===== config.mk =====
export PLATFORM = sky130hd
export DESIGN_NAME = bsp_ctrl
export DESIGN_NICKNAME = d
export VERILOG_FILES = /design/src/rtl/bsp_pkg.sv /design/src/rtl/bsp_ctrl.sv
export VERILOG_INCLUDE_DIRS = /design/src /design/src/rtl
export SDC_FILE = /design/constraint.sdc
export NUM_CORES = 1
export LEC_CHECK = 0
export ABC_AREA = 1
export BUFFER_PORTS_ARGS = -buffer_cell sky130_fd_sc_hd__buf_2
export CAP_MARGIN = 20
export CORE_ASPECT_RATIO = 0.9
export CORE_UTILIZATION = 44
export DETAILED_ROUTE_END_ITERATION = 12
export PLACE_DENSITY = 0.67
export SETUP_SLACK_MARGIN = 0.1
export SLEW_MARGIN = 20
export SYNTH_ARGS = -nofsm -noshare
export SYNTH_HDL_FRONTEND = slang
export SYNTH_SLANG_ARGS = --single-unit

===== constraint.sdc =====
create_clock -name clk -period 2.15 [get_ports clk]
set_input_delay 0 -clock clk [delete_from_list [all_inputs] [get_ports clk]]
set_output_delay 0 -clock clk [all_outputs]
set_load 0.05 [all_outputs]

===== src/rtl/bspline_curve_evaluator_macros.svh =====
// Assertion macros for the B-spline evaluator; empty when SYNTH is defined.
`ifndef BSPLINE_CURVE_EVALUATOR_MACROS_SVH
`define BSPLINE_CURVE_EVALUATOR_MACROS_SVH
`ifndef SYNTH
`define BSP_ASSERT_IMP(lbl, ante, cons, msg) \
  lbl: assert property (@(posedge clk) disable iff (!rst_n) (ante) |-> (cons)) \
    else $error(msg);
`define BSP_ASSERT_NXT(lbl, ante, cons, msg) \
  lbl: assert property (@(posedge clk) disable iff (!rst_n) (ante) |=> (cons)) \
    else $error(msg);
`else
`define BSP_ASSERT_IMP(lbl, ante, cons, msg)
`define BSP_ASSERT_NXT(lbl, ante, cons, msg)
`endif
`endif


===== src/rtl/bsp_pkg.sv =====
package bsp_pkg;

  localparam int BASIS_W = 31;
  localparam logic [BASIS_W-1:0] ONE_Q30 = 31'h4000_0000;
  localparam int COORD_W = 12;
  localparam int T_W = 17;
  localparam logic [T_W-1:0] T_ONE = 17'h10000;
  localparam int CURVE_W = 20;
  localparam int PC_W = 7;
  localparam int CO_W = 4;

  localparam logic [1:0] STAT_OK      = 2'd0;
  localparam logic [1:0] STAT_MISSING = 2'd1;
  localparam logic [1:0] STAT_ORDER   = 2'd2;

  typedef enum logic [3:0] {
    S_IDLE, S_INIT, S_MUL, S_DLD, S_DIV, S_UPD, S_DEND, S_RD, S_PMUL, S_ADD, S_OUT
  } state_t;

  typedef enum logic [3:0] {
    OP_NONE, OP_LOAD, OP_START, OP_INIT, OP_MUL, OP_DLD, OP_DSTEP, OP_UPD,
    OP_DEND, OP_RD, OP_PMUL, OP_ADD, OP_OUT
  } op_t;

  typedef struct packed {
    op_t op;
  } dp_cmd_t;

  typedef struct packed {
    logic order_bad;
    logic pts_missing;
  } dp_stat_t;

endpackage


===== src/rtl/bsp_ctrl.sv =====
`include "bspline_curve_evaluator_macros.svh"
module bsp_ctrl import bsp_pkg::*; #(
  parameter int MAX_ORDER = 8
) (
  input  logic                         clk,
  input  logic                         rst_n,
  input  logic                         start,
  input  logic                         in_kind,
  input  logic [CO_W-1:0]              curve_order,
  input  dp_stat_t                     stat,
  output logic                         busy,
  output dp_cmd_t                      cmd,
  output logic [$clog2(MAX_ORDER)-1:0] r_idx,
  output logic [$clog2(MAX_ORDER)-1:0] d_idx
);

  localparam int RW = $clog2(MAX_ORDER);
  localparam int KOW = $clog2(MAX_ORDER + 1);
  localparam int CW = $clog2(BASIS_W);

  state_t state_r, state_nxt;
  logic [RW-1:0] r_r, r_nxt, d_r, d_nxt;
  logic [CW-1:0] cnt_r, cnt_nxt;
  logic [KOW-1:0] k_eff;
  logic [RW-1:0] deg;

  always_comb begin
    if (curve_order < 4'd2) begin
      k_eff = KOW'(2);
    end else if (KOW'(curve_order) > KOW'(MAX_ORDER)) begin
      k_eff = KOW'(MAX_ORDER);
    end else begin
      k_eff = KOW'(curve_order);
    end
  end
  assign deg = RW'(k_eff - KOW'(1));

  always_ff @(posedge clk) begin
    if (!rst_n) begin
      state_r <= S_IDLE;
      r_r <= '0;
      d_r <= '0;
      cnt_r <= '0;
    end else begin
      state_r <= state_nxt;
      r_r <= r_nxt;
      d_r <= d_nxt;
      cnt_r <= cnt_nxt;
    end
  end

  always_comb begin
    state_nxt = state_r;
    r_nxt = r_r;
    d_nxt = d_r;
    cnt_nxt = cnt_r;
    cmd.op = OP_NONE;
    unique case (state_r)
      S_IDLE: begin
        if (start) begin
          if (!in_kind) begin
            cmd.op = OP_LOAD;
          end else begin
            cmd.op = OP_START;
            if (!(stat.order_bad || stat.pts_missing)) begin
              state_nxt = S_INIT;
            end
          end
        end
      end
      S_INIT: begin
        cmd.op = OP_INIT;
        d_nxt = RW'(1);
        r_nxt = '0;
        state_nxt = S_MUL;
      end
      S_MUL: begin
        cmd.op = OP_MUL;
        state_nxt = S_DLD;
      end
      S_DLD: begin
        cmd.op = OP_DLD;
        cnt_nxt = '0;
        state_nxt = S_DIV;
      end
      S_DIV: begin
        cmd.op = OP_DSTEP;
        cnt_nxt = cnt_r + CW'(1);
        if (cnt_r == CW'(BASIS_W - 1)) begin
          state_nxt = S_UPD;
        end
      end
      S_UPD: begin
        cmd.op = OP_UPD;
        if (r_r == d_r - RW'(1)) begin
          state_nxt = S_DEND;
        end else begin
          r_nxt = r_r + RW'(1);
          state_nxt = S_MUL;
        end
      end
      S_DEND: begin
        cmd.op = OP_DEND;
        r_nxt = '0;
        if (d_r == deg) begin
          state_nxt = S_RD;
        end else begin
          d_nxt = d_r + RW'(1);
          state_nxt = S_MUL;
        end
      end
      S_RD: begin
        cmd.op = OP_RD;
        state_nxt = S_PMUL;
      end
      S_PMUL: begin
        cmd.op = OP_PMUL;
        state_nxt = S_ADD;
      end
      S_ADD: begin
        cmd.op = OP_ADD;
        if (r_r == deg) begin
          state_nxt = S_OUT;
        end else begin
          r_nxt = r_r + RW'(1);
          state_nxt = S_RD;
        end
      end
      S_OUT: begin
        cmd.op = OP_OUT;
        state_nxt = S_IDLE;
      end
      default: state_nxt = S_IDLE;
    endcase
  end

  assign busy = (state_r != S_IDLE);
  assign r_idx = r_r;
  assign d_idx = d_r;

  `BSP_ASSERT_IMP(a_blend_row, state_r == S_MUL, r_r < d_r, "blend index past row")
  `BSP_ASSERT_IMP(a_row_deg, state_r == S_MUL, d_r <= deg && d_r != '0, "row past degree")
  `BSP_ASSERT_NXT(a_div_len, state_r == S_DLD, state_r == S_DIV && cnt_r == '0,
                  "divide did not start clean")

endmodule


==> run metrics <==
r2r endpoint r_idx[1]; register area share after synthesis 25.5%; leakage 0.632 nW; delay-heaviest family, CP simple AND/OR/NAND/NOR gates; Buffers on Ports 20; pwr/cell area 427 nW/µm²; R2R Path Start d_idx[0]; top_reg_cell synth dfxtp_1; Clock Latency Late Sink 290 ps; vias in the first global route 1,081; Starting Density 47.3%; # diodes 0; Worst-Margin Slew 310 ps; Syn-to-layout area delta 14.9%; io pins 21; Critical Path Start Type flop; crit path DAT 1810 ps; worst reg-to-reg setup slack 460 ps; slowest cell on the critical path dfxtp_1; # nets final 230; DRT iter0 DRCs 43; Seq cells post-synth 15; Post-CTS Setup Inserts 0; # placed instances 236; Critical Path Stages 6; Core Region 2490 µm²; Hold Crit Start stat[1]; Final period util 84.4%; clock edge transition at the registers on the reported setup and hold paths 100 ps; cell taking the most area after synthesis dfxtp_1; most common cell in the netlist nand2_1; Core Util, Final 54.3%; RSZ-0062 raised after global routing no; row cnt 17; total die area 2880 µm²; Setup Crit Path Kind flop to primary output; First-pass DRT Iterations 4; Die Height 51.0 µm; R2R cell count 12; fin crit period 1810 ps; Die Wd 56.5 µm; cts repair resizes 0; CTS tree built; maximum clock rate 551 MHz; Finished Layout Cells 241; CTS buffer count 3; Total GRT Usage 19.9%; final setup fails 0; clock buffer depth 2; GP Congestion 0.921; ANT nets after route 0; Max VDD drop 265 µV; Place WS 422 ps; top post-synthesis cells by count nand2_1, inv_1, nor2_1; final hold slack 152 ps; largest net degree at the start of global routing 11; maxcap violations 0; Post-Syn Area 1180 µm²; syn_area_per_cell 6.26 µm²; vias per cell 5.24; Critical Path Source state_r[1]; asr flop ratio synth 0%; Setup WS post-layout 336 ps; WP data required 2150 ps; ratio of cells with drive above 1 in the final layout 18.3%; area share of the largest cell type after synthesis 25.5%; WL final 2.61 mm; post-route DRC violation count 0; Pwr Total 0.577 mW; hold_buf cts 1; crit end category primary output; clk_skew 6.32 ps; Post-synth EDFFs 0; clk sinks 15; critical path's largest stage delay 440 ps; max-slew violation count 0; initial antenna violation count 0; worst-path cell chain inv_2 > nand2_1 > nor2_1 > nor4_1 > o211ai_1 > buf_2; CP Buf/Inv Count 2; GR Overflow Total 0; Mapped Nets 204; Synth Warn # 0; Worst setup endpoint cmd[1]; post-route cell area 1350 µm²; final-report hold violation count 0; cell count after synthesis 188; H-tree levels 1; DR WL/cell 10.8 µm; dpl hpwl 2.17 mm; Distinct cells, synth 27; placement-stage cell area 1310 µm²; status finished clean; CP Max Fanout 5; min-delay worst type input pin to flop; vias 1,262; first-pass GRT wire length 4.46 mm; Worst slew margin 79.2%; Synth area leaders dfxtp_1, nand2_1, nand3_1; Root Driver clkbuf_4; TNS Setup 0 ps
[worst min path at each step]
stage,end,slack (ps),cells after the start
finish,state_r[1],150,6
global route,state_r[1],170,6
CTS,state_r[1],150,6
detailed placement,state_r[2],270,3
global placement,state_r[2],280,3
floorplan,state_r[2],100,2
[placed cells by master, fill, tap and decap left out, types with 3 or more instances in the layout]
master,n
a21oi_1,12
buf_2,20
clkbuf_4,3
dfxtp_1,15
ha_1,6
inv_1,27
inv_2,3
nand2_1,48
nand3_1,21
nor2_1,22
nor2_2,3
nor2_4,3
o21ai_0,6
[per-layer routing]
| layer | up-vias | global-route usage, % | part of all wire, % |
|---|---|---|---|
| met4 | 0 | 4.07 | 0.54 |
| li1 | 653 | - | - |
| met1 | 584 | 25.0 | 49 |
| met2 | 23 | 34.7 | 47 |
| met5 | - | 0 | 0 |
| met3 | 2 | 4.56 | 3.9 |
[power by group]
| part | switching [mW] | leakage (nW) | internal [mW] | total, mW |
|---|---|---|---|---|
| sequential | 0.00576 | 0.121 | 0.281 | 0.287 |
| clock | 0.0975 | 0.0139 | 0.0706 | 0.168 |
| combinational | 0.0823 | 0.497 | 0.0394 | 0.122 |
| total | 0.186 | 0.632 | 0.391 | 0.577 |
[layout make-up]
class / instances / area, µm²
multi-input cells: 142 / 759
clock inverters: 1 / 7.51
flip-flops and latches: 15 / 300
repair buffers: 21 / 110
fillers: 259 / 1140
well taps: 28 / 35.0
clock buffers: 3 / 22.5
inverters: 31 / 116
[state kept, by name, summed over array words and instances (netlist names)]
register and cells:
state_r 4, r_idx 3, d_idx 3, cnt_r 5
[tightest hold or removal path, delay by kind of cell]
| kind | cells | cell delay, ps |
|---|---|---|
| and+or+nand+nor | 4 | 190 |
| AOI/OAI and AO/OA | 1 | 140 |
| buffers and inverters | 1 | 80 |
[cell families (layout without fill, tap and decap cells)]
logic type	after synthesis	count (layout)	synth area share, %
AO/OA/AOI/OAI	23	23	10.9
adder cells (fa/ha/maj)	6	6	6.38
flip-flops	15	15	25.5
buffers and inverters	31	56	9.89
XOR/XNOR	4	4	2.98
AND/OR/NAND/NOR	109	109	44.4
Note: power is estimated with default switching activity, not from simulation.
